<file path="config.mk">
export PLATFORM = sky130hd
export DESIGN_NAME = uart_baud_divisor_calc
export DESIGN_NICKNAME = d
export VERILOG_FILES = /design/src/rtl/ubdc_pkg.sv /design/src/rtl/ubdc_lookup.sv /design/src/rtl/ubdc_recip_div.sv /design/src/rtl/uart_baud_divisor_calc.sv
export SDC_FILE = /design/constraint.sdc
export NUM_CORES = 2
export LEC_CHECK = 0
export BUFFER_PORTS_ARGS = -buffer_cell sky130_fd_sc_hd__buf_2
export CORE_ASPECT_RATIO = 1.4
export CORE_MARGIN = 5
export CORE_UTILIZATION = 66
export DETAILED_ROUTE_END_ITERATION = 16
export PLACE_DENSITY_LB_ADDON = 0.1
export SKIP_CTS_REPAIR_TIMING = 1
export SYNTH_ARGS = -nofsm -noshare
export SYNTH_HDL_FRONTEND = slang
export SYNTH_SLANG_ARGS = --single-unit
</file>
<file path="constraint.sdc">
create_clock -name clk -period 8.6 [get_ports clk]
set_clock_uncertainty 0.1 [all_clocks]
set_input_delay 1.72 -clock clk [delete_from_list [all_inputs] [get_ports clk]]
set_output_delay 1.72 -clock clk [all_outputs]
set_load 0.05 [all_outputs]
</file>
<file path="src/rtl/ubdc_pkg.sv">
package ubdc_pkg;

  // Field and datapath widths
  localparam int BAUD_W     = 24;
  localparam int CLK_W      = 28;
  localparam int INT_W      = 16;
  localparam int FRAC_W     = 6;
  localparam int CFG_IDX_W  = 2;
  localparam int CFG_DATA_W = 28;
  localparam int NUM_W      = 32;  // 8*clock + baud
  localparam int SH_W       = 4;   // right shift applied to the numerator
  localparam int M_W        = 29;  // shifted numerator
  localparam int Q_W        = 23;  // divisor in 64ths
  localparam int MAGIC_W    = 32;
  localparam int DIV_W      = 8;
  localparam int NUM_RATES  = 14;

  // Configuration register indexes
  localparam logic [CFG_IDX_W-1:0] CFG_REF_CLOCK = 2'd0;
  localparam logic [CFG_IDX_W-1:0] CFG_DEF_INT   = 2'd1;
  localparam logic [CFG_IDX_W-1:0] CFG_DEF_FRAC  = 2'd2;

  // Register reset values
  localparam logic [CLK_W-1:0]  RST_REF_CLOCK = 28'd48000000;
  localparam logic [INT_W-1:0]  RST_DEF_INT   = 16'd26;
  localparam logic [FRAC_W-1:0] RST_DEF_FRAC  = 6'd3;

  localparam logic [INT_W-1:0]  INT_MAX  = '1;
  localparam logic [FRAC_W-1:0] FRAC_MAX = '1;

  // Every supported rate is 300 * 2^k or 900 * 2^k, so 2*baud is
  // 75 * 2^(3+k) or 225 * 2^(3+k): a shift followed by a division by
  // one of two constants.
  localparam logic [DIV_W-1:0] DIV_75  = 8'd75;
  localparam logic [DIV_W-1:0] DIV_225 = 8'd225;

  // Reciprocals floor(2^37/75) and floor(2^39/225); estimate is q or q-1
  localparam logic [MAGIC_W-1:0] MAGIC_75  = 32'd1832519379;
  localparam logic [MAGIC_W-1:0] MAGIC_225 = 32'd2443359172;
  localparam int MAGIC_SH_75  = 37;
  localparam int MAGIC_SH_225 = 39;

  typedef struct packed {
    logic [BAUD_W-1:0] rate;
    logic [SH_W-1:0]   shift;
    logic              div3;
  } rate_entry_t;

  localparam rate_entry_t RATE_TABLE [NUM_RATES] = '{
    '{24'd300,    4'd3,  1'b0},
    '{24'd600,    4'd4,  1'b0},
    '{24'd1200,   4'd5,  1'b0},
    '{24'd2400,   4'd6,  1'b0},
    '{24'd4800,   4'd7,  1'b0},
    '{24'd9600,   4'd8,  1'b0},
    '{24'd14400,  4'd7,  1'b1},
    '{24'd19200,  4'd9,  1'b0},
    '{24'd38400,  4'd10, 1'b0},
    '{24'd57600,  4'd9,  1'b1},
    '{24'd115200, 4'd10, 1'b1},
    '{24'd230400, 4'd11, 1'b1},
    '{24'd460800, 4'd12, 1'b1},
    '{24'd921600, 4'd13, 1'b1}
  };

  // Control travelling with each word down the pipeline
  typedef struct packed {
    logic valid;
    logic supported;
    logic div3;
  } ctl_t;

endpackage

</file>
<file path="src/rtl/ubdc_lookup.sv">
module ubdc_lookup (
  input  logic                          clk,
  input  logic                          rst_n,
  input  logic                          in_valid,
  input  logic [ubdc_pkg::BAUD_W-1:0]   in_baud,
  input  logic [ubdc_pkg::CLK_W-1:0]    ref_clock,
  output ubdc_pkg::ctl_t                ctl_o,
  output logic [ubdc_pkg::SH_W-1:0]     shift_o,
  output logic [ubdc_pkg::NUM_W-1:0]    num_o
);

  ubdc_pkg::ctl_t                  ctl_r, ctl_nxt;
  logic [ubdc_pkg::SH_W-1:0]       shift_r, shift_nxt;
  logic [ubdc_pkg::NUM_W-1:0]      num_r, num_nxt;

  // Match the rate against the table and form 8*clock + baud
  always_comb begin
    ctl_nxt   = '0;
    shift_nxt = '0;
    ctl_nxt.valid = in_valid;
    for (int i = 0; i < ubdc_pkg::NUM_RATES; i++) begin
      if (in_baud == ubdc_pkg::RATE_TABLE[i].rate) begin
        ctl_nxt.supported = 1'b1;
        ctl_nxt.div3      = ubdc_pkg::RATE_TABLE[i].div3;
        shift_nxt         = ubdc_pkg::RATE_TABLE[i].shift;
      end
    end
    num_nxt = (ubdc_pkg::NUM_W'(ref_clock) << 3) + ubdc_pkg::NUM_W'(in_baud);
  end

  // Hold valid under reset, payload free-running
  always_ff @(posedge clk) begin
    if (!rst_n) begin
      ctl_r <= '0;
    end else begin
      ctl_r <= ctl_nxt;
    end
  end

  always_ff @(posedge clk) begin
    shift_r <= shift_nxt;
    num_r   <= num_nxt;
  end

  assign ctl_o   = ctl_r;
  assign shift_o = shift_r;
  assign num_o   = num_r;

endmodule

</file>
<file path="src/rtl/ubdc_recip_div.sv">
module ubdc_recip_div (
  input  logic                          clk,
  input  logic                          rst_n,
  input  ubdc_pkg::ctl_t                ctl_i,
  input  logic [ubdc_pkg::SH_W-1:0]     shift_i,
  input  logic [ubdc_pkg::NUM_W-1:0]    num_i,
  output ubdc_pkg::ctl_t                ctl_o,
  output logic [ubdc_pkg::Q_W-1:0]      quot_o
);

  localparam int PROD_W = ubdc_pkg::M_W + ubdc_pkg::MAGIC_W;
  localparam int QD_W   = ubdc_pkg::Q_W + ubdc_pkg::DIV_W;
  localparam int REM_W  = ubdc_pkg::M_W + 1;

  ubdc_pkg::ctl_t                  ctl2_r, ctl3_r, ctl4_r;
  logic [ubdc_pkg::M_W-1:0]        m2_r, m2_nxt;
  logic [ubdc_pkg::M_W-1:0]        m3_r;
  logic [ubdc_pkg::Q_W-1:0]        qe3_r, qe3_nxt;
  logic [ubdc_pkg::Q_W-1:0]        q4_r, q4_nxt;
  logic [ubdc_pkg::MAGIC_W-1:0]    magic;
  logic [PROD_W-1:0]               prod;
  logic [ubdc_pkg::DIV_W-1:0]      dv;
  logic [QD_W-1:0]                 qd;
  logic [REM_W-1:0]                rem;

  // Stage 2: drop the power-of-two part of the divisor
  assign m2_nxt = ubdc_pkg::M_W'(num_i >> shift_i);

  // Stage 3: multiply by the reciprocal of 75 or 225
  always_comb begin
    magic = ctl2_r.div3 ? ubdc_pkg::MAGIC_225 : ubdc_pkg::MAGIC_75;
    prod  = PROD_W'(m2_r) * PROD_W'(magic);
    if (ctl2_r.div3) begin
      qe3_nxt = ubdc_pkg::Q_W'(prod >> ubdc_pkg::MAGIC_SH_225);
    end else begin
      qe3_nxt = ubdc_pkg::Q_W'(prod >> ubdc_pkg::MAGIC_SH_75);
    end
  end

  // Stage 4: the estimate may be one short; fix it from the remainder
  always_comb begin
    dv  = ctl3_r.div3 ? ubdc_pkg::DIV_225 : ubdc_pkg::DIV_75;
    qd  = QD_W'(qe3_r) * QD_W'(dv);
    rem = REM_W'(m3_r) - REM_W'(qd);
    q4_nxt = qe3_r;
    if (rem >= REM_W'(dv)) begin
      q4_nxt = qe3_r + 1'b1;
    end
  end

  // Advance valid bits
  always_ff @(posedge clk) begin
    if (!rst_n) begin
      ctl2_r <= '0;
      ctl3_r <= '0;
      ctl4_r <= '0;
    end else begin
      ctl2_r <= ctl_i;
      ctl3_r <= ctl2_r;
      ctl4_r <= ctl3_r;
    end
  end

  // Advance payload
  always_ff @(posedge clk) begin
    m2_r  <= m2_nxt;
    m3_r  <= m2_r;
    qe3_r <= qe3_nxt;
    q4_r  <= q4_nxt;
  end

  assign ctl_o  = ctl4_r;
  assign quot_o = q4_r;

endmodule

</file>
<file path="src/rtl/uart_baud_divisor_calc.sv">
// Baud divisor calculator. Throughput one word per cycle; five register
// stages (table match, shift, reciprocal multiply, correction, output
// select) lie between start and out_valid.
// busy is never asserted and results cannot be held off.
// Synchronous active-low reset clears the valid bits and loads the
// register defaults (48 MHz clock, default divisor 26 + 3/64).
module uart_baud_divisor_calc (
  input  logic                              clk,
  input  logic                              rst_n,
  input  logic                              start,
  output logic                              busy,
  input  logic [ubdc_pkg::BAUD_W-1:0]       in_baud_rate,
  input  logic                              cfg_we,
  input  logic [ubdc_pkg::CFG_IDX_W-1:0]    cfg_index,
  input  logic [ubdc_pkg::CFG_DATA_W-1:0]   cfg_wdata,
  output logic                              out_valid,
  output logic [ubdc_pkg::INT_W-1:0]        out_int_divisor,
  output logic [ubdc_pkg::FRAC_W-1:0]       out_frac_divisor,
  output logic                              out_rate_supported
);

  localparam int IPART_W = ubdc_pkg::Q_W - ubdc_pkg::FRAC_W;

  logic [ubdc_pkg::CLK_W-1:0]      ref_clock_r;
  logic [ubdc_pkg::INT_W-1:0]      def_int_r;
  logic [ubdc_pkg::FRAC_W-1:0]     def_frac_r;

  ubdc_pkg::ctl_t                  ctl1, ctl4;
  logic [ubdc_pkg::SH_W-1:0]       shift1;
  logic [ubdc_pkg::NUM_W-1:0]      num1;
  logic [ubdc_pkg::Q_W-1:0]        quot4;
  logic [IPART_W-1:0]              ipart;

  logic                            out_valid_r;
  logic [ubdc_pkg::INT_W-1:0]      int_r, int_nxt;
  logic [ubdc_pkg::FRAC_W-1:0]     frac_r, frac_nxt;
  logic                            sup_r;

  assign busy = 1'b0;

  // Configuration registers; unknown indexes are dropped
  always_ff @(posedge clk) begin
    if (!rst_n) begin
      ref_clock_r <= ubdc_pkg::RST_REF_CLOCK;
      def_int_r   <= ubdc_pkg::RST_DEF_INT;
      def_frac_r  <= ubdc_pkg::RST_DEF_FRAC;
    end else if (cfg_we) begin
      unique case (cfg_index)
        ubdc_pkg::CFG_REF_CLOCK: ref_clock_r <= cfg_wdata;
        ubdc_pkg::CFG_DEF_INT:   def_int_r   <= ubdc_pkg::INT_W'(cfg_wdata);
        ubdc_pkg::CFG_DEF_FRAC:  def_frac_r  <= ubdc_pkg::FRAC_W'(cfg_wdata);
        default: ;
      endcase
    end
  end

  ubdc_lookup u_lookup (
    .clk       (clk),
    .rst_n     (rst_n),
    .in_valid  (start),
    .in_baud   (in_baud_rate),
    .ref_clock (ref_clock_r),
    .ctl_o     (ctl1),
    .shift_o   (shift1),
    .num_o     (num1)
  );

  ubdc_recip_div u_div (
    .clk     (clk),
    .rst_n   (rst_n),
    .ctl_i   (ctl1),
    .shift_i (shift1),
    .num_i   (num1),
    .ctl_o   (ctl4),
    .quot_o  (quot4)
  );

  // Split the quotient, saturate the integer part, or pick the defaults
  always_comb begin
    ipart = quot4[ubdc_pkg::Q_W-1:ubdc_pkg::FRAC_W];
    if (!ctl4.supported) begin
      int_nxt  = def_int_r;
      frac_nxt = def_frac_r;
    end else if (ipart > IPART_W'(ubdc_pkg::INT_MAX)) begin
      int_nxt  = ubdc_pkg::INT_MAX;
      frac_nxt = ubdc_pkg::FRAC_MAX;
    end else begin
      int_nxt  = ubdc_pkg::INT_W'(ipart);
      frac_nxt = quot4[ubdc_pkg::FRAC_W-1:0];
    end
  end

  always_ff @(posedge clk) begin
    if (!rst_n) begin
      out_valid_r <= 1'b0;
    end else begin
      out_valid_r <= ctl4.valid;
    end
  end

  // Hold the last word between strobes
  always_ff @(posedge clk) begin
    if (ctl4.valid) begin
      int_r  <= int_nxt;
      frac_r <= frac_nxt;
      sup_r  <= ctl4.supported;
    end
  end

  assign out_valid          = out_valid_r;
  assign out_int_divisor    = int_r;
  assign out_frac_divisor   = frac_r;
  assign out_rate_supported = sup_r;

`ifndef SYNTHESIS
  // Every accepted word comes out with a result strobe
  a_latency: assert property (@(posedge clk) disable iff (!rst_n)
    (start && !busy) |-> ##5 out_valid)
    else $error("result strobe missing five cycles after start");

  // No strobe without a matching accepted word
  a_no_spurious: assert property (@(posedge clk) disable iff (!rst_n)
    out_valid |-> $past(start, 5))
    else $error("result strobe without a matching start");

  // Unsupported rates return the stored defaults
  a_defaults: assert property (@(posedge clk) disable iff (!rst_n)
    (out_valid && !out_rate_supported) |->
      (out_int_divisor == def_int_r && out_frac_divisor == def_frac_r))
    else $error("unsupported rate did not return the default divisors");
`endif

endmodule
</file>
### Yosys cells after proc, flatten, opt, wreduce, memory -nomap -nowiden

Cells that the tools add are included.

* muxes and demuxes: 35
* reduce and logical (&&, ||, !) cells: 6
* shift operators: 1
* add/subtract/negate cells: 3
* equal/unequal tests: 16
* $mul: 2
* order comparisons: 2

Operators with widths (count)
* $mul 29x32->61: 1
* $eq 24x14->1 const B: 2
* $eq 24x16->1 const B: 2
* $add 31x24->32: 1
* $mux 16: 2
* $mux 32: 1
* $shr 32x4->29: 1
* $ge 30x8->1: 1
* $mul 23x8->30: 1
* $mux 2: 15
* $sub 29x30->30: 1
* $mux 3: 9
* $eq 24x10->1 const B: 1
* $eq 24x11->1 const B: 1
* $eq 24x12->1 const B: 1
* $eq 24x13->1 const B: 1
* $eq 24x15->1 const B: 1
* $eq 24x17->1 const B: 1
* $eq 24x18->1 const B: 1
* $eq 24x19->1 const B: 1
* $eq 24x20->1 const B: 1
* $eq 24x9->1 const B: 1
* $add 23x1->23 const B: 1
* $mux 23: 1
* 12 further kinds: 16

* input port bits: 58
* register bits after elaboration: 225
* word-level logic and storage cells: 92

### Logic depth before layout (Yosys ltp)

* depth in word-level cells: 15
* gate-level depth with buffers: 31
* depth with buffers taken out: 30

### By module

A second synthesis with hierarchy kept.

* cell total of the unflattened synthesis: 3786
* area total of the unflattened synthesis: 36324.8 µm²

By module, submodules not included
* ubdc_recip_div: seq. area each 2262.2 µm², times used 1, cells each 3151, area each 30406.7 µm²
* uart_baud_divisor_calc: seq. area each 1711.6 µm², times used 1, cells each 291, area each 3051.7 µm²
* ubdc_lookup: seq. area each 780.7 µm², times used 1, cells each 344, area each 2866.5 µm²

### Worst setup path before layout

OpenSTA, ideal clock, no wires.

* kind: register to register
* start: register u_div.ctl2_r[0] in the netlist's numbering
* end: register u_div.qe3_r[7] in the netlist's numbering
* arrival time: 7.735 ns
* buffers on the path: 3
* required time: 8.379 ns
* stages on the path, launching flop included: 31
* clock period less this slack: 7.956 ns
* setup time: 0.121 ns
* path slack: 0.644 ns
* path through: dfxtp_1 > buf_2 > clkbuf_1 > buf_1 > nor2_1 > fa_1 > inv_1 > fa_1 > inv_1 > fa_1 > inv_1 > fa_1 > inv_1 > fa_1 > fa_1 > fa_1 > inv_1 > fa_1 > inv_1 > ha_1 > a21o_1 > a21o_1 > a221oi_1 > a21boi_0 > a31oi_1 > or2_2 > a21boi_1 > o21ai_0 > a21oi_1 > xnor2_1 > mux2_2

* cells in the longest elaborated chain, start to end: 3

RTL lines
* from (decl): RTL line ubdc_recip_div.sv:15 `ubdc_pkg::ctl_t ctl2_r, ctl3_r, ctl4_r;`
* from (signal assigned): RTL line ubdc_recip_div.sv:58 `ctl2_r <= ctl_i;`
* $mux 32: RTL line ubdc_recip_div.sv:31 `magic = ctl2_r.div3 ? ubdc_pkg::MAGIC_225 : ubdc_pkg::MAGIC_75;`
* $mul 29x32->61: RTL line ubdc_recip_div.sv:32 `prod = PROD_W'(m2_r) * PROD_W'(magic);`
* $mux 22 *: RTL line ubdc_recip_div.sv:33 `if (ctl2_r.div3) begin`
* net u_div.qe3_nxt, one bit: RTL line ubdc_recip_div.sv:18 `logic [ubdc_pkg::Q_W-1:0] qe3_r, qe3_nxt;`
* to (signal assigned): RTL line ubdc_recip_div.sv:68 `qe3_r <= qe3_nxt;`
* to (decl): RTL line ubdc_recip_div.sv:18

Mark *: on every way through the listed nets, which the timed path passes. The rest lies on a longest branch.
A chain may end at the register's enable or synchronous reset.

### Final worst setup path

* start: register u_div.ctl2_r[0] in the netlist's numbering
* end: register u_div.qe3_r[20] in the netlist's numbering

Same word-level chain as after synthesis.

==> impl_metrics.tcl <==
set metrics [dict create \
    worst-r2r-cell-count 27 \
    grt_setup_unrepaired "no" \
    nNetsFinal 5093 \
    timing_worst_slew_pin_value_ns 1.07 \
    worst_setup_hold_path_clk_slew_ns 0.07 \
    synth_xor_area_share_pct 2.67 \
    critical_path.startpoint_type "flip-flop" \
    rows 101 \
    place.detailed.hpwl_um 88800 \
    antenna_diode_count 0 \
    layout_worst_path_cycle_share_pct 95.4 \
    post_synthesis_cell_area_um2 36100 \
    placeableCoreArea_um2 54200 \
    yosys.area_share.simple_pct 10.1 \
    clk-insertion-delay-late_ns 0.56 \
    maximum_number_of_pins_on_one_net_before_global_route_repair 63 \
    worstPathRequired_ns 8.93 \
    yosysSeqAreaShare_pct 13.1 \
    yosys.area.top_type "sky130_fd_sc_hd__fa_1" \
    post_synth_main_area_contributors "sky130_fd_sc_hd__fa_1 (35%), sky130_fd_sc_hd__ha_1 (17%), sky130_fd_sc_hd__dfxtp_1 (11%), sky130_fd_sc_hd__inv_1 (10%), sky130_fd_sc_hd__nand2_1 (3.2%)" \
    r2r_slack_ns 0.39 \
    dr_total_vias 26200 \
    syn_to_final_growth_pct 6.81 \
    regToRegStartpoint "u_div.ctl2_r[0]" \
    place_inst 4600 \
    cts_inserted_buffers 25 \
    h_tree_levels 1 \
    yosys_warnings 0 \
    cap_viol_max_count 0 \
    finalCriticalPeriod_ns 8.21 \
    compound_cell_area_share_of_the_yosys_netlist_pct 7.69 \
    clock_sinks 225 \
    via_per_inst 5.64 \
    synth_common_cells "sky130_fd_sc_hd__inv_1 (997), sky130_fd_sc_hd__fa_1 (634), sky130_fd_sc_hd__ha_1 (495)" \
    clockRootBuffer "sky130_fd_sc_hd__clkbuf_16" \
    first_global_vias 28600 \
    timing.critical_path.to_type "flip-flop" \
    number_of_slew_limit_violations_in_the_final_report 0 \
    timing.max_slew.rel_slack_pct 28.8 \
    ant_nets 0 \
    number_of_instances_in_the_synthesized_netlist 3795 \
    die-height_um 287 \
    drc_markers 0 \
    worstSetupPathType "reg2reg" \
    grt.total_usage_pct 34.4 \
    postSynth.topFlopCell "sky130_fd_sc_hd__dfxtp_1" \
    end_of_the_worst_register_to_register_path "u_div.qe3_r[20]" \
    grt_overflow_total 0 \
    initial_utilization_pct 66.6 \
    crit_fanout 15 \
    chipWidth_um 208 \
    setup_ws_ns 0.393 \
    hp-class "reg2reg" \
    clock_tree_from_tritoncts "yes" \
    layout.core_utilization_pct 71.1 \
    synthArstFlopShare_pct 0 \
    arrival_ns 8.54 \
    muxShareOfSynthArea_pct 2.69 \
    run_status "finished, final reports clean" \
    final_cells 4646 \
    synthAdderAreaFrac_pct 52.3 \
    boundaryPins 83 \
    largest_family_of_logic_cells_by_synthesized_area "adder cells" \
    layout-drive-gt1-share_pct 6.70 \
    drt-wirelength-per-cell_um 21.6 \
    most_frequently_used_cell_type_in_the_post_synthesis_netlist "sky130_fd_sc_hd__inv_1" \
    setup_tns_ns 0 \
    synthDistinctLibCells 88 \
    dr.pass1.iters 6 \
    global_route_wire_length_before_repair_um 158000 \
    grt_antenna_before_repair 0 \
    drt_wl_total_um 101000 \
    synth_top_area_share_pct 35.2 \
    setup_viol 0 \
    final-hold-violation-count 0 \
    place.port_buffers 81 \
    globalplace.congestion 1.02 \
    syn_area_per_cell_um2 9.51 \
    die_area_um2 59500 \
    worstHoldPathCells 0 \
    max-clock-path-buffers 3 \
    ys_ff_latch 225 \
    fmaxAchievable_mhz 122 \
    drt-initial-drc-count 1610 \
    hold_path.startpoint "u_div.m2_r[15]" \
    detailedPlace.worstSlack_ns 0.270 \
    synth-edff-count 23 \
    hold_end "u_div.m3_r[15]" \
]
==> placed cells by master, fill, tap and decap left out, types with 19 or more instances in the layout <==
cell / instances
sky130_fd_sc_hd__a211oi_1: 24
sky130_fd_sc_hd__a21boi_0: 38
sky130_fd_sc_hd__a21o_1: 45
sky130_fd_sc_hd__a21oi_1: 128
sky130_fd_sc_hd__a31oi_1: 19
sky130_fd_sc_hd__and2_1: 26
sky130_fd_sc_hd__and3_1: 20
sky130_fd_sc_hd__buf_2: 81
sky130_fd_sc_hd__buf_4: 57
sky130_fd_sc_hd__clkbuf_16: 25
sky130_fd_sc_hd__conb_1: 36
sky130_fd_sc_hd__dfxtp_1: 200
sky130_fd_sc_hd__edfxtp_1: 23
sky130_fd_sc_hd__fa_1: 634
sky130_fd_sc_hd__ha_1: 495
sky130_fd_sc_hd__inv_1: 996
sky130_fd_sc_hd__mux2i_1: 34
sky130_fd_sc_hd__mux4_2: 20
sky130_fd_sc_hd__nand2_1: 306
sky130_fd_sc_hd__nand3_1: 55
sky130_fd_sc_hd__nand4_1: 29
sky130_fd_sc_hd__nor2_1: 146
sky130_fd_sc_hd__nor2b_1: 30
sky130_fd_sc_hd__nor3_1: 29
sky130_fd_sc_hd__o21ai_0: 64
sky130_fd_sc_hd__xnor2_1: 89
sky130_fd_sc_hd__xor2_1: 21
==> worst max-delay path, cell delays in order, from the launching register on <==
cell                      delay (ns)
sky130_fd_sc_hd__dfxtp_4        0.41
sky130_fd_sc_hd__inv_2          0.18
sky130_fd_sc_hd__buf_4          0.29
sky130_fd_sc_hd__nand2_1        0.13
sky130_fd_sc_hd__inv_1          0.29
sky130_fd_sc_hd__ha_1           0.38
sky130_fd_sc_hd__fa_1           0.53
sky130_fd_sc_hd__inv_1          0.06
sky130_fd_sc_hd__fa_1           0.49
sky130_fd_sc_hd__inv_1          0.05
sky130_fd_sc_hd__fa_1           0.64
sky130_fd_sc_hd__fa_1           0.47
sky130_fd_sc_hd__fa_1           0.53
sky130_fd_sc_hd__fa_1           0.47
sky130_fd_sc_hd__ha_1           0.41
sky130_fd_sc_hd__ha_1           0.33
sky130_fd_sc_hd__a21oi_1        0.20
sky130_fd_sc_hd__o21ai_0        0.24
sky130_fd_sc_hd__a21oi_1        0.12
sky130_fd_sc_hd__o21a_1         0.21
sky130_fd_sc_hd__buf_12         0.14
sky130_fd_sc_hd__o211a_1        0.15
sky130_fd_sc_hd__buf_12         0.14
sky130_fd_sc_hd__or2_1          0.22
sky130_fd_sc_hd__o21ai_1        0.30
sky130_fd_sc_hd__a31oi_1        0.15
sky130_fd_sc_hd__xnor2_1        0.17
sky130_fd_sc_hd__mux2_2         0.27
==> sequential cells by signal, indices dropped and copies added (netlist names), 3 cells and up <==
register          cells
u_div.m3_r           29
def_frac_r            6
u_div.m2_r           29
u_lookup.num_o       32
u_div.ctl2_r          3
u_lookup.shift_o      4
u_div.quot_o         23
def_int_r            16
u_lookup.ctl_o        3
out_int_divisor      16
u_div.qe3_r          23
out_frac_divisor      6
ref_clock_r          28
u_div.ctl3_r          3
==> cell families (layout without fill, tap and decap cells) <==
group	after synthesis	count (layout)
adders and majority gates	1129	1129
buffers and inverters	1088	1184
and+or+nand+nor	751	751
AOI/OAI and AO/OA	420	420
DFF	225	225
xor gates and xnor gates	110	110
muxes	70	70
other	2	36
==> cell type report <==
cell class | count | area [um2]
multi-input combinational | 2516 | 27400
fill | 4255 | 15700
sequential | 225 | 4740
inverter | 998 | 3750
tap | 721 | 902
timing repair buffer | 140 | 873
clock buffer | 32 | 722
clock inverter | 14 | 180
==> metrics by stage <==
| step | cell area (um2) | hold slack, ns |
|---|---|---|
| 6_report | 38500 | 0.306 |
| 5_1_grt | 38500 | 0.306 |
| 4_1_cts | 38500 | 0.300 |
| 3_5_place_dp | 37600 | 0.292 |
| 3_3_place_gp | 37600 | 0.281 |
| 2_1_floorplan | 36200 | 0.298 |
==> how the worst max path moves through the flow <==
| stage | cells past startpoint | slack (ns) | from | to |
|---|---|---|---|---|
| 4_1_cts | 26 | 0.19 | u_div.ctl2_r[0] | u_div.qe3_r[7] |
| 6_report | 27 | 0.39 | u_div.ctl2_r[0] | u_div.qe3_r[20] |
| 2_1_floorplan | 30 | 0.64 | u_div.ctl2_r[0] | u_div.qe3_r[7] |
| 3_5_place_dp | 26 | 0.27 | u_div.ctl2_r[0] | u_div.qe3_r[7] |
| 5_1_grt | 28 | 0.09 | u_div.ctl2_r[0] | u_div.qe3_r[20] |
| 3_3_place_gp | 26 | 0.31 | u_div.ctl2_r[0] | u_div.qe3_r[7] |
==> routing by layer <==
metal / wire [um] / part of all wire (%) / GRT usage (%)
met2: 50000 / 50 / 59.6
met5: 0 / 0 / 0
met4: 8760 / 8.7 / 22.7
met3: 4960 / 4.9 / 3.83
met1: 36700 / 37 / 40.5
Power is not shown: default switching activity piles up to over one toggle a cycle in this logic, so the estimate is an artifact.
